==> src/hw/rtl/hti_pkg.sv <==
`timescale 1ns / 1ps
package hti_pkg;
    localparam int SLOTS       = 512;
    localparam int MAX_MATCHES = 4;
    localparam int SLOT_W      = $clog2(SLOTS);
    localparam int CNT_W       = $clog2(SLOTS + 1);
    localparam int ENTRY_W     = 48;

    localparam logic [31:0] FNV_BASIS = 32'd2166136261;
    localparam logic [31:0] FNV_PRIME = 32'd16777619;

    localparam logic [1:0] KIND_INSERT = 2'd0;
    localparam logic [1:0] KIND_REMOVE = 2'd1;
    localparam logic [1:0] KIND_LOOKUP = 2'd2;

    localparam logic [1:0] STAT_DONE    = 2'd0;
    localparam logic [1:0] STAT_FULL    = 2'd1;
    localparam logic [1:0] STAT_NOMATCH = 2'd2;

    typedef logic [SLOT_W-1:0]  t_addr;
    typedef logic [ENTRY_W-1:0] t_entry;

    typedef enum logic [2:0] {
        ST_CLEAR,
        ST_IDLE,
        ST_HASH,
        ST_SCAN,
        ST_DONE
    } t_state;
endpackage

==> src/hw/rtl/hti_hash.sv <==
`timescale 1ns / 1ps
module hti_hash (
    input  logic                 i_clk,
    input  logic                 i_rst_n,
    input  logic                 i_start,
    input  logic [63:0]          i_phone,
    output logic                 o_done,
    output logic [31:0]          o_hash,
    output hti_pkg::t_addr       o_home
);
    import hti_pkg::*;

    // steps 0..7: FNV rounds, one byte per step, low byte first
    localparam logic [2:0] LAST_STEP = 3'd7;

    logic          r_busy;
    logic          r_done;
    logic [2:0]    r_step;
    logic [31:0]   r_h;
    logic [63:0]   r_key;

    logic [31:0]   w_prod;

    assign w_prod = (r_h ^ {24'd0, r_key[7:0]}) * FNV_PRIME;

    always_ff @(posedge i_clk) begin
        if (!i_rst_n) begin
            r_busy <= 1'b0;
            r_done <= 1'b0;
            r_step <= '0;
        end else begin
            r_done <= 1'b0;
            if (i_start) begin
                r_busy <= 1'b1;
                r_step <= '0;
            end else if (r_busy) begin
                r_step <= r_step + 3'd1;
                if (r_step == LAST_STEP) begin
                    r_busy <= 1'b0;
                    r_done <= 1'b1;
                end
            end
        end
    end

    always_ff @(posedge i_clk) begin
        if (i_start) begin
            r_h   <= FNV_BASIS;
            r_key <= i_phone;
        end else if (r_busy) begin
            r_h   <= w_prod;
            r_key <= {8'd0, r_key[63:8]};
        end
    end

    assign o_done = r_done;
    assign o_hash = r_h;
    // SLOTS is a power of two: home slot is the low hash bits
    assign o_home = r_h[SLOT_W-1:0];
endmodule

==> config.mk <==
export PLATFORM = sky130hd
export DESIGN_NAME = hti_hash
export DESIGN_NICKNAME = d
export VERILOG_FILES = /design/src/hw/rtl/hti_pkg.sv /design/src/hw/rtl/hti_hash.sv
export SDC_FILE = /design/constraint.sdc
export NUM_CORES = 1
export LEC_CHECK = 0
export BUFFER_PORTS_ARGS = -buffer_cell sky130_fd_sc_hd__buf_4
export CORE_ASPECT_RATIO = 0.75
export CORE_MARGIN = 2
export CORE_UTILIZATION = 40
export DETAILED_ROUTE_END_ITERATION = 6
export HOLD_SLACK_MARGIN = 0.12
export MAX_ROUTING_LAYER = met4
export PLACE_DENSITY_LB_ADDON = 0.05
export SKIP_LAST_GASP = 1
export SLEW_MARGIN = 30
export SYNTH_ARGS = -nofsm -noshare
export SYNTH_HDL_FRONTEND = slang
export SYNTH_SLANG_ARGS = --single-unit
==> constraint.sdc <==
create_clock -name i_clk -period 12.45 [get_ports i_clk]
set_clock_uncertainty 0.15 [all_clocks]
set_input_delay 2.49 -clock i_clk [delete_from_list [all_inputs] [get_ports i_clk]]
set_output_delay 2.49 -clock i_clk [all_outputs]
set_load 0.005 [all_outputs]
==> results of run 1 <==
flip-flops by register name (all words and copies together) (netlist names):
register / cells
o_done: 1
r_busy: 1
r_key: 64
o_hash: 32
r_step: 3
worst max path at each step:
| stage | start | end | depth (start not counted) |
|---|---|---|---|
| 6_report | o_hash[5] | o_hash[28] | 18 |
| 3_3_place_gp | o_hash[6] | o_hash[28] | 18 |
| 4_1_cts | o_hash[6] | o_hash[28] | 18 |
| 3_5_place_dp | o_hash[6] | o_hash[28] | 18 |
| 5_1_grt | o_hash[5] | o_hash[28] | 18 |
| 2_1_floorplan | o_hash[7] | o_hash[28] | 20 |
metal layers:
layer	track usage [%]	wire length [µm]	up-vias
li1	-	-	3287
met1	32.4	13300	3089
met2	27.5	9440	148
met3	3.35	1050	13
met4	3.88	274	0
met5	-	0	-
per-stage QoR:
step           cells  util [%]  instance area [µm²]
3_5_place_dp    1333      45.4                10900
2_1_floorplan    922         -                 9820
5_1_grt         1349      46.7                11200
4_1_cts         1349      46.7                11200
3_3_place_gp    1333      45.4                10900
6_report        1349      46.7                11200
cell type report:
class	count	area [µm²]
flip-flops and latches	101	2660
inverters	187	702
repair buffers	112	841
clock buffers	9	225
multi-input cells	602	6300
clock inverters	7	85.1
fillers	2337	12800
well taps	331	414
placed cells by master (no fill, tap or decap), types with 9 or more instances in the layout:
cell type | Yosys | routed
sky130_fd_sc_hd__inv_1 | 186 | 185
sky130_fd_sc_hd__ha_1 | 185 | 185
sky130_fd_sc_hd__buf_4 | 9 | 112
sky130_fd_sc_hd__fa_1 | 74 | 74
sky130_fd_sc_hd__edfxtp_1 | 64 | 64
sky130_fd_sc_hd__mux2_2 | 56 | 56
sky130_fd_sc_hd__dfxtp_1 | 37 | 37
sky130_fd_sc_hd__nor2_1 | 34 | 34
sky130_fd_sc_hd__a21oi_1 | 32 | 32
sky130_fd_sc_hd__xnor2_1 | 29 | 29
sky130_fd_sc_hd__o21ai_0 | 27 | 27
sky130_fd_sc_hd__nand2_1 | 21 | 21
sky130_fd_sc_hd__xor2_1 | 19 | 19
sky130_fd_sc_hd__and2_1 | 12 | 12
sky130_fd_sc_hd__mux2i_1 | 10 | 10
sky130_fd_sc_hd__o211ai_1 | 9 | 9
sky130_fd_sc_hd__clkbuf_16 | 0 | 9
logic make-up after synthesis:
| group | Yosys count | synth area share, % |
|---|---|---|
| AND/OR/NAND/NOR | 109 | 5.53 |
| adder cells (fa/ha/maj) | 259 | 38.6 |
| buffers and inverters | 219 | 8.74 |
| XOR/XNOR | 48 | 4.28 |
| flip-flops | 101 | 27.1 |
| multiplexers | 66 | 7.44 |
| AO/OA/AOI/OAI | 120 | 8.27 |
critical path, cell delays in order (launching register included):
cell                       delay [ps]
sky130_fd_sc_hd__dfxtp_1          420
sky130_fd_sc_hd__xor2_1           730
sky130_fd_sc_hd__ha_1             380
sky130_fd_sc_hd__ha_1             230
sky130_fd_sc_hd__fa_1             420
sky130_fd_sc_hd__ha_1             210
sky130_fd_sc_hd__fa_1             500
sky130_fd_sc_hd__ha_1             150
sky130_fd_sc_hd__inv_1             50
sky130_fd_sc_hd__fa_1             500
sky130_fd_sc_hd__inv_1             40
sky130_fd_sc_hd__ha_1             360
sky130_fd_sc_hd__a21o_1           230
sky130_fd_sc_hd__a21oi_1          200
sky130_fd_sc_hd__o211ai_1         150
sky130_fd_sc_hd__o32ai_4          490
sky130_fd_sc_hd__nor4b_1          120
sky130_fd_sc_hd__or3_1            320
sky130_fd_sc_hd__a32o_1           240
==> run summary, run 1 <==
The number of endpoints failing setup at the final stage is 0. The end of the worst register-to-register path is o_hash[28]. The H-tree generated during clock tree synthesis spans 3 levels.

The final cycle utilization of the critical path is between 40% and 50%. The most used flip-flop cell after synthesis is sky130_fd_sc_hd__edfxtp_1. The via count of the first global-routing pass came out at 6815.

The final routed DRC violation total is 0. The post-CTS setup repair buffer count came out at 0. TritonCTS built the clock tree. The worst setup slack before clock tree synthesis came out at approximately 6500 ps. Setup repair after global routing left no endpoint under its margin. The post-CTS resize count is 0.

The number of antenna violations at the first check in global routing came out at 0. The worst hold path was traced through 2 stages. The first-pass GRT wire length came out at 39200 µm. The total routing usage reported by global routing is between 20% and 30%. Data arrives at the worst endpoint at ~6000 ps.

The height of the die is between 100 and 150 µm. The average instance area after synthesis is between 10 and 15 µm². The first-pass iteration count of the detailed router came out at 7.

The worst hold path terminates at r_step[1]. The clock sink count came out at between 100 and 150. The die covers ~26000 µm².

Sorting the synthesized cells by area gives the leading types as sky130_fd_sc_hd__ha_1 24%, sky130_fd_sc_hd__edfxtp_1 20%, sky130_fd_sc_hd__fa_1 15%. Dividing the detail-routed via count by the number of cells gives between 4 and 5. Ranked by instance count, the synthesized netlist is headed by 186 x sky130_fd_sc_hd__inv_1, 185 x sky130_fd_sc_hd__ha_1, 74 x sky130_fd_sc_hd__fa_1.

The worst hold slack after final layout is approximately 370 ps. The fraction of synthesized cell area taken by the top area cell type is between 20% and 30%. The max-slew violation total from the final report came out at 0. In this run, CTS created clock tree buffers numbering 9. The biggest area contributor in the post-synthesis netlist is sky130_fd_sc_hd__ha_1. The routed via count came out at 6537. The buffer type at the clock tree root is sky130_fd_sc_hd__clkbuf_16. The average wire length per cell after detail routing is about 18 µm. The final RePlAce weighted congestion is just over 0.8. The startpoint identified for the worst hold timing path is r_step[1]. The detailed placer's ending HPWL is about 19000 µm.

The type of origin of the critical path is a flop. Adding up every negative setup slack in the final design gives 0 ps. The insertion delay of the later-clocked pin in the worst-skew pair came out at approximately 360 ps. The share of flip-flops with an asynchronous set or reset is 0%. The detail route stage leaves a number of antenna-violating nets equal to 0. The pin count of the biggest net entering global routing is 66. The number of antenna cells inserted is 0.

The count of unique library cells instantiated by Yosys came out at 58. The number of flops mapped to enable cells by yosys is 64. Data on the critical path is required at its endpoint by ~13000 ps. The horizontal die dimension came out at between 150 and 200 µm. The total grt overflow is 0.

The effective utilization at floorplan is between 40% and 50%. The Yosys step of the flow raised 0 warnings. The number of DRC violations after detailed-routing iteration 0 is 300.

The cell area that synthesis handed to floorplanning was slightly below 10000 µm². The final hold violation count came out at 0. No sink is reached through more buffers than the 2 on the longest clock path. The flow ran to the end, and the final reports show no timing, DRC or antenna violations.

In this run the count of I/O pins placed on the die edge is between 100 and 150. The most common cell in the netlist is sky130_fd_sc_hd__inv_1. The post-synthesis register bit count is 101. The depth of the worst register-to-register path is 18. At the end of the flow, the number of nets in the layout was ~1300.

The total wire length after detailed routing came out at 24000 µm. The share of the Yosys chip area taken by registers is approximately 27%. The headroom to the max-slew limit is roughly two fifths.

The time the final worst path needs with I/O delays and setup came out at approximately 6000 ps. In this run the standard cell core region covers roughly 24000 µm². The worst path meets setup with ~6400 ps of slack. The max-capacitance violation count is 0. Along the worst path, the maximum fanout reaches 6. The initialized floorplan defines 49 standard-cell rows. In this run the critical register-to-register path is launched from o_hash[5].

After clock tree synthesis, the flow added hold-fix buffers numbering 0. The critical path in this run is classified as reg2reg. Across all register-to-register paths, the minimum setup slack is 6440 ps. The tightest min-delay check is of the reg2reg type. The count of buffers added on input and output ports is around 110. At the pin with the least slew margin, the transition time is roughly 910 ps. The area growth from synthesis to layout came out at 14.3%. After clock tree synthesis, the clock-pin slew on the worst setup and hold paths is ~80 ps. The share of layout cells above drive strength 1 is a little under a fifth. Synthesis produced a netlist with a net count of 1248.

The peak clock frequency supported by timing came out at approximately 170 MHz. The number of instances in the synthesized netlist is between 900 and 1000. STA classifies the critical path endpoint as a flop.
Power of run 1 is left out: the tool's default activity adds up to more than one toggle a clock period on the data nets, which glitch-free logic cannot reach.
==> inputs of run 2 (changes only) <==
==> constraint.sdc (replaced) <==
create_clock -name i_clk -period 5.7 [get_ports i_clk]
set_clock_uncertainty 0.15 [all_clocks]
set_input_delay 1.14 -clock i_clk [delete_from_list [all_inputs] [get_ports i_clk]]
set_output_delay 1.14 -clock i_clk [all_outputs]
set_load 0.005 [all_outputs]
==> run summary, run 2 (synthesized netlist as in run 1, its figures left out) <==
The run finished with clean final reports. The largest register by flop count is r_key. The height of the die came out at 140 µm (unchanged). The number of endpoints failing setup at the final stage came out at 0 (unchanged). Setup repair after global routing could not meet its margin everywhere. The final antenna-violating net count is 0 (unchanged).

The net count of the finished layout is 1375 (+2.7%). The final routed DRC violation total came out at 0 (unchanged). The horizontal die dimension came out at 185 µm (unchanged). The port buffer count came out at 108 (unchanged). The share of layout cells above drive strength 1 came to 22.3% (+3.2 points). The final cycle utilization of the critical path was 95.9% (+48 points). The clock sink count came to 101 (unchanged). The CTS clock-pin slew for the worst setup and hold paths was 80 ps (about the same). The final hold violation count is 0 (unchanged). In the layout the commonest cells are 185 x sky130_fd_sc_hd__inv_1, 185 x sky130_fd_sc_hd__ha_1, 148 x sky130_fd_sc_hd__buf_4. The row count came to 49 (unchanged). The largest fanout on the critical path is 5 (-1). The worst setup path is of the reg2reg kind. The actual slew at the worst max-slew pin is 939 ps (+29.7 ps). The core outline area is 24000 µm² (unchanged). The buffer type at the clock tree root is sky130_fd_sc_hd__clkbuf_16. The worst setup slack before clock tree synthesis came out at 141 ps (-6380 ps). The pin count of the biggest net entering global routing came out at 61 (-7.6%). The via density per instance is 4.82 (-0.50%). The final critical-path setup slack is 233 ps (-6210 ps).

The floorplan die area came to 25800 µm² (unchanged). The time the final worst path needs with I/O delays and setup came out at 5470 ps (-542 ps). The final RePlAce weighted congestion came out at 0.841 (+1.1%). The total grt overflow is 0 (unchanged). The type of origin of the critical path is a flop. The number of buffers created by CTS is 9 (unchanged).

The arrival time at the worst endpoint is 5570 ps (-540 ps). The total routing usage reported by global routing came out at 20.5% (-0.10 points). The detailed placer's ending HPWL came out at 19800 µm (+3.2%). The via count of the first global-routing pass was 6673 (-2.1%). The number of H-tree levels came out at 3 (unchanged). The number of placed I/O pins is 109 (unchanged). The total wire length after detailed routing came out at 24300 µm (+0.98%). STA classifies the critical path endpoint as a flop. The first-pass GRT wire length came out at 38500 µm (-1.8%).

The number of flip-flops in the largest register is 64 (unchanged). The post-route setup TNS came out at 0 ps (unchanged). The cts-stage hold buffer count is 0 (unchanged). The effective utilization at floorplan was 40.9% (unchanged). The area growth from synthesis to layout is 17.2%. The max-slew violation total from the final report is 0 (unchanged). The required time of the critical path came out at 5800 ps (-6750 ps).

The headroom to the max-slew limit came to 37.2% (-2.2 points). The insertion delay of the later-clocked pin in the worst-skew pair is 360 ps (about the same). The number of DRC violations after detailed-routing iteration 0 came out at 371 (+24%). The first-pass iteration count of the detailed router is 4 (-3). The number of antenna cells inserted is 0 (unchanged).

The post-CTS setup repair buffer count is 0 (unchanged). The number of antenna violations at the first check in global routing came out at 0 (unchanged). The peak clock frequency supported by timing is 183 MHz (+9.9%). The average wire length per cell after detail routing was 17.5 µm (-1.6%). The maximum clock path buffer count came to 2 (unchanged). The routed via count came out at 6678 (+2.2%). TritonCTS built the clock tree. The class of the most critical hold timing path is reg2reg. The max-capacitance violation count is 0 (unchanged).
[run 2: cell types whose count changed in the layout (fill, tap and decap cells not counted), moves of 2 or more]
| cell | delta |
|---|---|
| sky130_fd_sc_hd__xor2_2 | +2 |
| sky130_fd_sc_hd__clkbuf_1 | +2 |
| sky130_fd_sc_hd__xor2_1 | -2 |
| sky130_fd_sc_hd__buf_4 | +36 |
[run 2: cell type report]
cell class              instances  area [µm²]
clock buffers                  11         233
clock inverters                 5        36.3
fillers                      2324       12500
inverters                     187         702
multi-input cells             602        6350
flip-flops and latches        101        2660
well taps                     331         414
repair buffers                148        1110
[run 2: worst paths after layout]
kind,cells past startpoint,slack [ps],start,endpoint
max,20,230,o_hash[7],o_hash[28]
min,2,350,r_step[1],r_step[1]
max reg2reg,20,230,o_hash[7],o_hash[28]
min reg2reg,2,350,r_step[1],r_step[1]
[run 2: repair_timing]
| action | CTS | global route |
|---|---|---|
| setup endpoints to repair | 0 | 7 |
| hold endpoints to repair | 0 | 0 |
| resized for setup | 0 | 10 |
[run 2: per-layer routing]
layer  wire (µm)  share of wire, %  track usage (%)
met1       13500                56             32.8
met2        9470                39             26.9
met3        1040               4.3             3.25
met4         235              0.97             3.68
met5           0                 0                -
[run 2: stage by stage]
stage               hold slack [ps]  util [%]  instances  instance area, µm²
CTS                             364      47.7       1385               11500
global route                    392      47.9       1385               11500
finish                          354      47.9       1385               11500
floorplan                       315         -        922                9820
global placement                335      46.6       1369               11200
detailed placement              348      46.6       1369               11200
[run 2: worst max-delay path: stages (launching register included)]
cell and delay (ps):
sky130_fd_sc_hd__dfxtp_1 470, sky130_fd_sc_hd__xor2_2 280, sky130_fd_sc_hd__ha_1 290, sky130_fd_sc_hd__ha_1 230, sky130_fd_sc_hd__fa_1 510, sky130_fd_sc_hd__ha_1 140, sky130_fd_sc_hd__inv_1 40, sky130_fd_sc_hd__fa_1 470
sky130_fd_sc_hd__inv_1 40, sky130_fd_sc_hd__ha_1 270, sky130_fd_sc_hd__inv_1 50, sky130_fd_sc_hd__fa_1 470, sky130_fd_sc_hd__inv_1 40, sky130_fd_sc_hd__ha_1 280, sky130_fd_sc_hd__a21o_1 180, sky130_fd_sc_hd__a21oi_1 200
sky130_fd_sc_hd__o211ai_1 160, sky130_fd_sc_hd__o32ai_4 430, sky130_fd_sc_hd__nor4b_2 90, sky130_fd_sc_hd__or3_1 310, sky130_fd_sc_hd__a32o_1 240
Power of run 2 is left out for the same reason.
==> inputs of run 3 (changes only) <==
==> constraint.sdc (replaced) <==
create_clock -name i_clk -period 5.8 [get_ports i_clk]
set_clock_uncertainty 0.15 [all_clocks]
set_input_delay 1.16 -clock i_clk [delete_from_list [all_inputs] [get_ports i_clk]]
set_output_delay 1.16 -clock i_clk [all_outputs]
set_load 0.005 [all_outputs]
==> run summary, run 3 (synthesized netlist as in run 1, its figures left out) <==
The flow ran to the end, and the final reports show no timing, DRC or antenna violations. The port buffer count came out at 108 (unchanged). The effective utilization at floorplan is 40.9% (unchanged). The required time of the critical path came to 5880 ps (+80 ps). The clock tree from TritonCTS is yes. The total routing usage reported by global routing came to 20.5% (-0.031 points). The clock sink count came to 101 (unchanged). The total of fill cells in the finished design is 2294 (-1.3%). The final routed DRC violation total came out at 0 (unchanged). The worst hold path belongs to the class reg2reg. The routed via count came to 6625 (-0.79%).

The total grt overflow came out at 0 (unchanged). The area of all sequential standard cells is 2660 µm² (about the same). The insertion delay of the later-clocked pin in the worst-skew pair came to 360 ps (about the same). The net count of the finished layout was 1373 (-0.15%). The number of buffers created by CTS was 9 (unchanged). The area growth from synthesis to layout came out at 16.9%. The maximum clock path buffer count is 2 (unchanged). The average wire length per cell after detail routing is 17.4 µm (-0.74%). The final RePlAce weighted congestion came out at 0.844 (+0.31%).

The post-route setup TNS was 0 ps (unchanged). The max-slew violation total from the final report is 0 (unchanged). The final critical-path setup slack came out at 241 ps (+8.80 ps). The final antenna-violating net count is 0 (unchanged). The arrival time at the worst endpoint came out at 5640 ps (+70 ps). The buffering stage count on the worst path with inverters included came out at 4 (unchanged).

The number of antenna violations at the first check in global routing came out at 0 (unchanged). The cell type with the highest occurrence count on the critical path is sky130_fd_sc_hd__ha_1. The headroom to the max-slew limit came out at 52.4% (+15 points).

The delay of the slowest cell on the worst path is 610 ps (+100 ps). The detailed placer's ending HPWL was 19600 µm (-0.82%). The CTS clock-pin slew for the worst setup and hold paths came out at 80 ps (about the same). The worst setup slack before clock tree synthesis is 246 ps (+105 ps). The worst setup path is launched from a flop. The max-capacitance violation count is 0 (unchanged). The height of the die is 140 µm (unchanged).

The row count is 49 (unchanged). The number of flip-flops in the largest register came to 64 (unchanged). The peak clock frequency supported by timing is 180 MHz (-1.6%).

The first-pass iteration count of the detailed router is 4 (unchanged). The library cells used most frequently in the layout, excluding fill and tap cells, are 185 x sky130_fd_sc_hd__inv_1, 185 x sky130_fd_sc_hd__ha_1, 146 x sky130_fd_sc_hd__buf_4. Counting flops per register, the top entry is r_key.

The total wire length after detailed routing was 24100 µm (-0.89%). On the critical path, the stage with the largest delay is an instance of sky130_fd_sc_hd__dfxtp_1. The number of endpoints failing setup at the final stage is 0 (unchanged).

Setup repair after global routing left no endpoint under its margin. The final cycle utilization of the critical path is 95.8% (about the same). The time the final worst path needs with I/O delays and setup is 5560 ps (+91.2 ps). The cell sitting at the root of the clock tree is a sky130_fd_sc_hd__clkbuf_16. The first-pass GRT wire length is 38600 µm (about the same). The signal on the critical path passes through ha_1 > ha_1 > inv_1 > fa_1 > inv_1 > ha_1 > ha_1 > fa_1 > inv_1 > fa_1 > inv_1 > ha_1 > a21oi_1 > nor2b_1 > o21ai_0 > nand2b_1 > a211oi_1 > xnor2_1 > o21ai_0. The critical path in this run is classified as reg2reg. The number of H-tree levels was 3 (unchanged). STA classifies the critical path endpoint as a flop. The number of DRC violations after detailed-routing iteration 0 came to 268 (-28%).

The core outline area came out at 24000 µm² (unchanged). The largest fanout on the critical path came out at 8 (+3). The final hold violation count is 0 (unchanged). The number of antenna cells inserted came out at 0 (unchanged). The share of layout cells above drive strength 1 was 21.6% (-0.72 points). The pin count of the biggest net entering global routing is 53 (-13%). The cell type group with the largest total delay on the critical path is adder cells.

The post-CTS setup repair buffer count is 0 (unchanged). The horizontal die dimension is 185 µm (unchanged). The number of placed I/O pins is 109 (unchanged). The combined area of the multi-input logic cells is 6310 µm² (-0.73%). The actual slew at the worst max-slew pin came out at 711 ps (-228 ps). The via density per instance came out at 4.79 (-0.65%).

The via count of the first global-routing pass came out at 6648 (-0.37%). The floorplan die area came out at 25800 µm² (unchanged).
## run 3: cell types whose count changed in the layout (fill, tap and decap cells not counted), moves of 2 or more
cell and change:
sky130_fd_sc_hd__buf_4 -2, sky130_fd_sc_hd__clkbuf_1 -2, sky130_fd_sc_hd__inv_6 +2, sky130_fd_sc_hd__xor2_1 +2, sky130_fd_sc_hd__xor2_2 -2
## run 3: area by class of cell
class	instances	share of cell area, %
flip-flops and latches	101	23.2
clock inverters	7	0.621
well taps	331	3.61
inverters	187	6.14
clock buffers	9	1.96
multi-input cells	602	54.9
repair buffers	146	9.55
## run 3: worst paths after layout
kind,endpoint,startpoint,slack [ps],cells past startpoint
hold reg to reg,r_step[1],r_step[1],350,2
hold / removal,r_step[1],r_step[1],350,2
setup / recovery,o_hash[31],o_hash[21],240,19
setup reg to reg,o_hash[31],o_hash[21],240,19
## run 3: what timing repair did
action | in CTS | in global routing
setup endpoints to repair | 0 | 1
hold buffers | 0 | 0
gates resized for setup | 0 | 1
## run 3: metal layers
metal	track usage, %	share of wire, %
met5	-	0
met4	4.05	1.2
met3	3.59	3.8
met2	27.0	40
met1	32.2	56
## run 3: tightest hold or removal path, stage by stage, from the launching register on
cell                      delay, ps
sky130_fd_sc_hd__dfxtp_1        330
sky130_fd_sc_hd__mux2i_1         60
sky130_fd_sc_hd__nor2_1          80
## run 3: stage by stage
| stage | cell area [µm²] | hold slack [ps] | util [%] | cells |
|---|---|---|---|---|
| 2_1_floorplan | 9820 | 315 | - | 922 |
| 3_3_place_gp | 11200 | 340 | 46.5 | 1367 |
| 3_5_place_dp | 11200 | 344 | 46.5 | 1367 |
| 4_1_cts | 11500 | 360 | 47.8 | 1383 |
| 5_1_grt | 11500 | 395 | 47.8 | 1383 |
| 6_report | 11500 | 351 | 47.8 | 1383 |
Power of run 3 is left out for the same reason.
